`src/rtl/core/plci_pkg.sv`:
```
// shared types and constants for the piecewise linear curve interpolator
package plci_pkg;

    localparam int DAY_W     = 20;
    localparam int RATE_W    = 32;
    localparam int IDX_W     = 4;
    localparam int KC_W      = 5;
    localparam int S_DATA_W  = 80;
    localparam int PROD_W    = 54;
    localparam int MAG_W     = PROD_W - 1;
    localparam int QUO_W     = RATE_W + 1;
    localparam int STEP_W    = $clog2(QUO_W + 1);
    localparam logic [KC_W-1:0] KNOT_COUNT_RST = KC_W'(16);

    localparam logic OP_WRITE = 1'b0;
    localparam logic OP_QUERY = 1'b1;

    typedef struct packed {
        logic [DAY_W-1:0]         day;
        logic signed [RATE_W-1:0] rate;
    } knot_t;

    typedef struct packed {
        logic start;
        logic done;
    } div_ctrl_t;

endpackage

```
`src/rtl/core/plci_knot_mem.sv`:
```
// knot table: one write port, one read port with registered read data
module plci_knot_mem
    import plci_pkg::*;
#(
    parameter int DEPTH = 16
) (
    input  logic                     aclk,
    input  logic                     wr_en,
    input  logic [$clog2(DEPTH)-1:0] wr_addr,
    input  knot_t                    wr_data,
    input  logic [$clog2(DEPTH)-1:0] rd_addr,
    output knot_t                    rd_data
);

    knot_t mem [DEPTH];
    knot_t rd_data_reg;

    always_ff @(posedge aclk) begin
        if (wr_en) begin
            mem[wr_addr] <= wr_data;
        end
    end

    always_ff @(posedge aclk) begin
        rd_data_reg <= mem[rd_addr];
    end

    assign rd_data = rd_data_reg;

endmodule

```
`src/rtl/core/plci_div.sv`:
```
// radix-2 restoring divider, one quotient bit per cycle, quotient known to fit QUO_W bits
module plci_div
    import plci_pkg::*;
(
    input  logic              aclk,
    input  logic              aresetn,
    input  logic              start,
    input  logic [MAG_W-1:0]  dividend,
    input  logic [DAY_W-1:0]  divisor,
    output logic              done,
    output logic [QUO_W-1:0]  quotient
);

    logic              busy_reg;
    logic              done_reg;
    logic [STEP_W-1:0] cnt_reg;
    logic [DAY_W-1:0]  rem_reg;
    logic [QUO_W-1:0]  dvd_reg;
    logic [QUO_W-1:0]  quo_reg;
    logic [DAY_W-1:0]  den_reg;

    logic [DAY_W:0]    trial;
    logic [DAY_W:0]    diff;
    logic              qbit;

    assign trial = {rem_reg, dvd_reg[QUO_W-1]};
    assign diff  = trial - {1'b0, den_reg};
    assign qbit  = (trial >= {1'b0, den_reg});

    always_ff @(posedge aclk) begin
        if (!aresetn) begin
            busy_reg <= 1'b0;
            done_reg <= 1'b0;
            cnt_reg  <= '0;
        end else begin
            done_reg <= 1'b0;
            if (start) begin
                busy_reg <= 1'b1;
                cnt_reg  <= STEP_W'(QUO_W);
            end else if (busy_reg) begin
                cnt_reg <= cnt_reg - STEP_W'(1);
                if (cnt_reg == STEP_W'(1)) begin
                    busy_reg <= 1'b0;
                    done_reg <= 1'b1;
                end
            end
        end
    end

    // upper dividend bits are below the divisor since the quotient fits QUO_W bits
    always_ff @(posedge aclk) begin
        if (start) begin
            rem_reg <= dividend[MAG_W-1:QUO_W];
            dvd_reg <= dividend[QUO_W-1:0];
            den_reg <= divisor;
            quo_reg <= '0;
        end else if (busy_reg) begin
            rem_reg <= qbit ? diff[DAY_W-1:0] : trial[DAY_W-1:0];
            dvd_reg <= {dvd_reg[QUO_W-2:0], 1'b0};
            quo_reg <= {quo_reg[QUO_W-2:0], qbit};
        end
    end

    assign done     = done_reg;
    assign quotient = quo_reg;

endmodule

```
`src/rtl/core/piecewise_linear_curve_interp.sv`:
```
// Piecewise linear curve interpolator. A write beat (tuser 0) stores one knot (day, Q7.24
// rate) in the knot memory. A query beat (tuser 1) scans the segments from the highest
// one below knot_count downward, one memory read per segment, and for the first segment
// that encloses the day computes rate[k] + (rate[k+1]-rate[k])*(day-day[k]) /
// (day[k+1]-day[k]), truncated toward zero; equal knot days answer rate[k+1], and a day
// outside every segment answers 0 with in_range low. The knot memory has a single read
// port, and a query that needs a division runs the 33-step bit-serial divider. One item
// is worked on at a time; a finished result sits in the output register, so the next
// beat is taken while it waits. knot_count is written through cfg_wr_en / cfg_wr_data;
// it is to be written only between items, which the block itself does not enforce, and
// it resets to 16.
module piecewise_linear_curve_interp
    import plci_pkg::*;
#(
    parameter int MAX_KNOTS = 16
) (
    input  logic                aclk,
    input  logic                aresetn,
    input  logic                cfg_wr_en,
    input  logic [KC_W-1:0]     cfg_wr_data,
    input  logic                s_tvalid,
    output logic                s_tready,
    // knot_index, knot_day, knot_rate, query_day, zero pad
    input  logic [S_DATA_W-1:0] s_tdata,
    // op
    input  logic                s_tuser,
    output logic                m_tvalid,
    input  logic                m_tready,
    // rate_value
    output logic [RATE_W-1:0]   m_tdata,
    // in_range
    output logic                m_tuser
);

    localparam int AW  = $clog2(MAX_KNOTS);
    localparam int CW0 = $clog2(MAX_KNOTS + 1);
    localparam int CW  = (CW0 > KC_W) ? CW0 : KC_W;

    typedef enum logic [6:0] {
        ST_IDLE   = 7'b0000001,
        ST_FETCH  = 7'b0000010,
        ST_SEARCH = 7'b0000100,
        ST_MUL    = 7'b0001000,
        ST_DIVS   = 7'b0010000,
        ST_DIVW   = 7'b0100000,
        ST_DONE   = 7'b1000000
    } state_t;

    state_t state_reg, state_next;

    logic [KC_W-1:0]          cfg_count_reg;
    logic [AW-1:0]            seg_reg;
    logic [DAY_W-1:0]         day_reg;
    logic [DAY_W-1:0]         d1_reg;
    logic [DAY_W-1:0]         d0_reg;
    logic signed [RATE_W-1:0] r1_reg;
    logic signed [RATE_W-1:0] r0_reg;
    logic [DAY_W-1:0]         den_reg;
    logic signed [PROD_W-1:0] prod_reg;
    logic [RATE_W-1:0]        res_reg;
    logic                     found_reg;
    logic                     m_valid_reg;
    logic [RATE_W-1:0]        m_rate_reg;
    logic                     m_inr_reg;

    logic [IDX_W-1:0]         in_index;
    knot_t                    in_knot;
    logic [DAY_W-1:0]         in_qday;
    logic                     s_beat;
    logic                     wr_en;
    logic [AW-1:0]            rd_addr;
    knot_t                    rd_data;

    logic [CW-1:0]            cnt_ext;
    logic [CW-1:0]            cnt_eff;
    logic                     hit;
    logic signed [RATE_W:0]   rate_diff;
    logic signed [DAY_W:0]    day_off;
    logic [PROD_W-1:0]        prod_mag;
    logic [QUO_W:0]           q_signed;
    logic [QUO_W:0]           res_wide;
    logic                     out_free;
    div_ctrl_t                div_ctrl;
    logic [QUO_W-1:0]         quotient;

    assign in_index     = s_tdata[IDX_W-1:0];
    assign in_knot.day  = s_tdata[IDX_W +: DAY_W];
    assign in_knot.rate = s_tdata[IDX_W+DAY_W +: RATE_W];
    assign in_qday      = s_tdata[IDX_W+DAY_W+RATE_W +: DAY_W];

    assign s_tready = (state_reg == ST_IDLE);
    assign s_beat   = s_tvalid && s_tready;
    assign wr_en    = s_beat && (s_tuser == OP_WRITE)
                      && (32'(in_index) < 32'(MAX_KNOTS));

    assign cnt_ext = CW'(cfg_count_reg);
    assign cnt_eff = (cnt_ext > CW'(MAX_KNOTS)) ? CW'(MAX_KNOTS) : cnt_ext;

    assign hit       = (rd_data.day <= day_reg) && (day_reg <= d1_reg);
    assign rate_diff = {r1_reg[RATE_W-1], r1_reg} - {r0_reg[RATE_W-1], r0_reg};
    assign day_off   = $signed({1'b0, day_reg - d0_reg});
    assign prod_mag  = prod_reg[PROD_W-1] ? PROD_W'(-prod_reg) : prod_reg;
    assign q_signed  = prod_reg[PROD_W-1] ? -{1'b0, quotient} : {1'b0, quotient};
    assign res_wide  = {{(QUO_W+1-RATE_W){r0_reg[RATE_W-1]}}, r0_reg} + q_signed;
    assign out_free  = !m_valid_reg || m_tready;

    assign div_ctrl.start = (state_reg == ST_DIVS);

    always_comb begin
        unique case (state_reg)
            ST_IDLE:   rd_addr = AW'(cnt_eff - CW'(1));
            ST_SEARCH: rd_addr = seg_reg - AW'(1);
            default:   rd_addr = seg_reg;
        endcase
    end

    always_comb begin
        state_next = state_reg;
        unique case (state_reg)
            ST_IDLE: begin
                if (s_beat && (s_tuser == OP_QUERY)) begin
                    state_next = (cnt_eff < CW'(2)) ? ST_DONE : ST_FETCH;
                end
            end
            ST_FETCH: state_next = ST_SEARCH;
            ST_SEARCH: begin
                if (hit) begin
                    state_next = (rd_data.day == d1_reg) ? ST_DONE : ST_MUL;
                end else if (seg_reg == '0) begin
                    state_next = ST_DONE;
                end
            end
            ST_MUL:  state_next = ST_DIVS;
            ST_DIVS: state_next = ST_DIVW;
            ST_DIVW: begin
                if (div_ctrl.done) begin
                    state_next = ST_DONE;
                end
            end
            ST_DONE: begin
                if (out_free) begin
                    state_next = ST_IDLE;
                end
            end
            default: state_next = ST_IDLE;
        endcase
    end

    always_ff @(posedge aclk) begin
        if (!aresetn) begin
            state_reg     <= ST_IDLE;
            cfg_count_reg <= KNOT_COUNT_RST;
            m_valid_reg   <= 1'b0;
        end else begin
            state_reg <= state_next;
            if (cfg_wr_en) begin
                cfg_count_reg <= cfg_wr_data;
            end
            if ((state_reg == ST_DONE) && out_free) begin
                m_valid_reg <= 1'b1;
            end else if (m_tready) begin
                m_valid_reg <= 1'b0;
            end
        end
    end

    always_ff @(posedge aclk) begin
        unique case (state_reg)
            ST_IDLE: begin
                day_reg   <= in_qday;
                seg_reg   <= AW'(cnt_eff - CW'(2));
                found_reg <= 1'b0;
                res_reg   <= '0;
            end
            ST_FETCH: begin
                d1_reg <= rd_data.day;
                r1_reg <= rd_data.rate;
            end
            ST_SEARCH: begin
                if (hit) begin
                    found_reg <= 1'b1;
                    d0_reg    <= rd_data.day;
                    r0_reg    <= rd_data.rate;
                    res_reg   <= r1_reg;
                end else begin
                    // slide down one segment: the lower knot becomes the upper one
                    d1_reg  <= rd_data.day;
                    r1_reg  <= rd_data.rate;
                    seg_reg <= seg_reg - AW'(1);
                end
            end
            ST_MUL: begin
                prod_reg <= rate_diff * day_off;
                den_reg  <= d1_reg - d0_reg;
            end
            ST_DIVW: begin
                if (div_ctrl.done) begin
                    res_reg <= res_wide[RATE_W-1:0];
                end
            end
            default: begin
            end
        endcase
        if ((state_reg == ST_DONE) && out_free) begin
            m_rate_reg <= res_reg;
            m_inr_reg  <= found_reg;
        end
    end

    plci_knot_mem #(
        .DEPTH(MAX_KNOTS)
    ) u_knot_mem (
        .aclk    (aclk),
        .wr_en   (wr_en),
        .wr_addr (AW'(in_index)),
        .wr_data (in_knot),
        .rd_addr (rd_addr),
        .rd_data (rd_data)
    );

    plci_div u_div (
        .aclk     (aclk),
        .aresetn  (aresetn),
        .start    (div_ctrl.start),
        .dividend (prod_mag[MAG_W-1:0]),
        .divisor  (den_reg),
        .done     (div_ctrl.done),
        .quotient (quotient)
    );

    assign m_tvalid = m_valid_reg;
    assign m_tdata  = m_rate_reg;
    assign m_tuser  = m_inr_reg;

endmodule
```
`config.mk`:
```
export PLATFORM = sky130hd
export DESIGN_NAME = piecewise_linear_curve_interp
export DESIGN_NICKNAME = d
export VERILOG_FILES = /design/src/rtl/core/plci_pkg.sv /design/src/rtl/core/plci_knot_mem.sv /design/src/rtl/core/plci_div.sv /design/src/rtl/core/piecewise_linear_curve_interp.sv
export SDC_FILE = /design/constraint.sdc
export NUM_CORES = 2
export LEC_CHECK = 0
export BUFFER_PORTS_ARGS = -buffer_cell sky130_fd_sc_hd__buf_2
export CAP_MARGIN = 20
export CORE_MARGIN = 5
export CORE_UTILIZATION = 45
export CTS_CLUSTER_DIAMETER = 120
export DETAILED_ROUTE_END_ITERATION = 16
export GPL_TIMING_DRIVEN = 0
export PLACE_DENSITY_LB_ADDON = 0.05
export SETUP_SLACK_MARGIN = 0.02
export SLEW_MARGIN = 40
export SYNTH_ARGS = -nofsm -noshare
export SYNTH_HDL_FRONTEND = slang
export SYNTH_SLANG_ARGS = --single-unit
```
`constraint.sdc`:
```
create_clock -name aclk -period 12.07 [get_ports aclk]
set_input_delay 1.8105 -clock aclk [delete_from_list [all_inputs] [get_ports aclk]]
set_output_delay 1.8105 -clock aclk [all_outputs]
set_load 0.1 [all_outputs]
```
==> results.cfg <==
[status]
outcome = complete, no violations

[clock_tree]
cts.reportedPaths.clkPinSlew_ns = 0.06
clock_latency_reported_for_the_late_side_of_the_worst_skew_pair_ns = 0.80
tritoncts_num_sinks = 1278
hold_buf_count_cts = 0
clockRootBuffer = sky130_fd_sc_hd__clkbuf_16
cts-buffers-inserted = 142
h-tree-depth = 4
tritoncts = done
ctsLongestPathBuffers = 3

[synth]
proportion_of_synthesized_flip_flops_having_asynchronous_set_or_reset_pct = 0
netlist_top_cells_count = sky130_fd_sc_hd__edfxtp_1, sky130_fd_sc_hd__inv_1, sky130_fd_sc_hd__fa_1, sky130_fd_sc_hd__nor2_1, sky130_fd_sc_hd__nand2_1
synth_top_area_share_pct = 44.8
synth_largest_area_cell = sky130_fd_sc_hd__edfxtp_1
synth.lib_cells_used.distinct = 74
ys_seq_area_share_pct = 47.5
post_synth_inst_count = 6635
mappedNetlistNets = 7690
yosys_warnings = 0
ys_ff_latch = 1278
cell_with_the_most_instances_after_synthesis = sky130_fd_sc_hd__edfxtp_1
synth-edff-count = 1173
ys_dominant_reg_cell = sky130_fd_sc_hd__edfxtp_1
synth.area.top_cells = sky130_fd_sc_hd__edfxtp_1, sky130_fd_sc_hd__fa_1, sky130_fd_sc_hd__ha_1
post_synth.cell_area_avg_um2 = 11.8
syn-cell-area_um2 = 78600

[global_route]
global_route.usage.met2_pct = 43.3
grt.busiest_layer = met2
grt_util_all_layers_pct = 26.6
first_global_vias = 52800
antenna_found_initial = 16
global_route.usage.met1_pct = 35.6
grt_start_max_net_pins = 39
wire_length_of_the_first_global_routing_pass_um = 359000
global_route.usage.met3_pct = 4.77
globalRouteOverflowTotal = 0

[critical_path]
path_delay_family = compound AO/OA/AOI/OAI gates
setup.worst_path.end_class = register
critical_path_peak_fanout = 10
slowest_delay_ns = 0.69
worst_setup_start_kind = register
worstPathBufferInverterCount = 8
timing_worst_setup_path_type = reg2reg
worst_ep_required_time_ns = 12.58
critPathArrivalTime_ns = 12.00
master_of_the_slowest_instance_on_the_critical_path = sky130_fd_sc_hd__xor2_2

[timing]
finalHoldViolations = 0
finalSetupTns_ns = 0
final-max-slew-violation-count = 0
maxClockFrequency_ghz = 0.0871
fin_worst_hold_slack_ns = 0.411
timing.final.crit_share_pct = 95.2
finClkSkew_ns = 0.0427
rsz0062_at_grt = no
number_of_endpoints_failing_setup_at_the_final_stage = 0
fin_crit_ns = 11.49
max_slew_margin_pct = 36.7
setup_ws_ns = 0.583
max_slew.worst_pin.slew_ns = 0.946

[detailed_routing]
detail_route.drc_violations = 0
post_drt_wl_per_cell_um = 26.1
final_antenna_net_count = 0
first_pass_iters = 7
dr_total_vias = 51800
dr.first_iter.drc_count = 3989
vias_per_cell = 5.49
finalWirelength_um = 246000

[floorplanning]
fp.coreArea_um2 = 174000
core.rowCount = 153
die_h_um = 428
die_area_um2 = 183000
die_x_um = 428
io_pins = 126
start_util_pct = 45.2

[placed_design]
place_hpwl_um = 194000
portBuffers = 120
place_area_um2 = 84100
dp_worst_setup_slack_ns = -0.334
routabilityCongestion = 0.969

[hold_path]
worst_hold_path_type = reg2reg

[layout]
syn2layout_area_growth_pct = 12.9
final_area_um2 = 88700
finalNetCount = 8057
fillerInstances = 15600
largest_reg_flops = 832
final_layout_size_suffix_gt1_share_pct = 8.45

[job]
max_cap_viol_count = 0
## worst register-to-register path, delay by kind of cell, from the launching register on
kind	cells	cell delay, ns
fa+ha+maj	9	4.05
flops	1	0.46
simple gates	3	0.49
buf+inv	8	1.26
compound gates	16	4.22
xor+xnor	2	0.79
## final cells by class
cell class | instances | area, µm² | share of cell area [%]
Antenna cell | 9 | 22.5 | 0.0254
Buffer | 311 | 1250 | 1.40
Clock buffer | 187 | 3880 | 4.37
Clock inverter | 67 | 683 | 0.770
Inverter | 802 | 3010 | 3.39
Multi-Input combinational cell | 4244 | 37700 | 42.5
Sequential cell | 1278 | 37300 | 42.1
Tap cell | 2325 | 2910 | 3.28
Timing Repair Buffer | 223 | 1980 | 2.23
## through the flow
| stage | std cells | util [%] |
|---|---|---|
| floorplan | 6635 | - |
| global placement | 9080 | 47.2 |
| detailed placement | 9182 | 48.4 |
| CTS | 9436 | 51.0 |
| global route | 9439 | 51.0 |
| finish | 9446 | 51.1 |
## kinds of logic after synthesis
kind of cell	count (synthesis)	synth area share [%]
multiplexers	263	3.35
flip-flops	1278	47.5
adder cells (fa/ha/maj)	964	21.6
XOR/XNOR	298	3.32
buffers and inverters	1113	5.32
AND/OR/NAND/NOR	1513	9.00
AO/OA/AOI/OAI	1206	9.89
## worst paths after layout
kind,startpoint,end,slack [ns],cells after the start
worst min-delay path,den_reg[4],u_div.den_reg[4],0.41,0
worst min register to register,den_reg[4],u_div.den_reg[4],0.41,0
worst max register to register,r0_reg[1],prod_reg[52],0.58,38
worst max-delay path,r0_reg[1],prod_reg[52],0.58,38
## layer usage
| layer | vias to the layer above | part of all wire, % |
|---|---|---|
| li1 | 23600 | - |
| met1 | 26200 | 42 |
| met2 | 1650 | 47 |
| met3 | 395 | 6.4 |
| met4 | 6 | 4.6 |
| met5 | - | 0.016 |
## repair_timing
item	CTS	global route
setup buffers	0	1
gates resized for setup	5	20
pin swaps	0	1
setup endpoints to repair	8	8
## cell usage in the layout, fill, tap and decap left out, types with 21 or more instances in the layout
cell type | Yosys | layout
sky130_fd_sc_hd__nand4_1 | 28 | 28
sky130_fd_sc_hd__nor3_1 | 38 | 33
sky130_fd_sc_hd__xnor2_2 | 0 | 29
sky130_fd_sc_hd__nand2_1 | 438 | 437
sky130_fd_sc_hd__nand2b_1 | 65 | 64
sky130_fd_sc_hd__clkbuf_16 | 0 | 146
sky130_fd_sc_hd__clkbuf_2 | 0 | 52
sky130_fd_sc_hd__clkbuf_1 | 287 | 271
sky130_fd_sc_hd__mux2i_1 | 262 | 262
sky130_fd_sc_hd__buf_8 | 0 | 27
sky130_fd_sc_hd__a21oi_1 | 367 | 358
sky130_fd_sc_hd__ha_1 | 306 | 306
sky130_fd_sc_hd__buf_2 | 1 | 147
sky130_fd_sc_hd__fa_1 | 658 | 657
sky130_fd_sc_hd__clkinv_1 | 1 | 24
sky130_fd_sc_hd__a211oi_1 | 382 | 382
sky130_fd_sc_hd__nand3_1 | 35 | 35
sky130_fd_sc_hd__nor2b_1 | 254 | 253
sky130_fd_sc_hd__nor2_1 | 521 | 506
sky130_fd_sc_hd__dfxtp_1 | 105 | 105
sky130_fd_sc_hd__xor2_1 | 110 | 97
sky130_fd_sc_hd__buf_4 | 0 | 26
sky130_fd_sc_hd__o21bai_1 | 23 | 23
sky130_fd_sc_hd__o21ai_0 | 192 | 191
sky130_fd_sc_hd__o21a_1 | 21 | 21
sky130_fd_sc_hd__or3_1 | 28 | 28
sky130_fd_sc_hd__inv_1 | 800 | 798
sky130_fd_sc_hd__xnor2_1 | 188 | 158
sky130_fd_sc_hd__o31ai_1 | 28 | 27
sky130_fd_sc_hd__a21o_1 | 69 | 69
sky130_fd_sc_hd__edfxtp_1 | 1173 | 1173
Power is left out: the tool's default activity adds up to more than one toggle a clock period on the data nets, which glitch-free logic cannot reach.
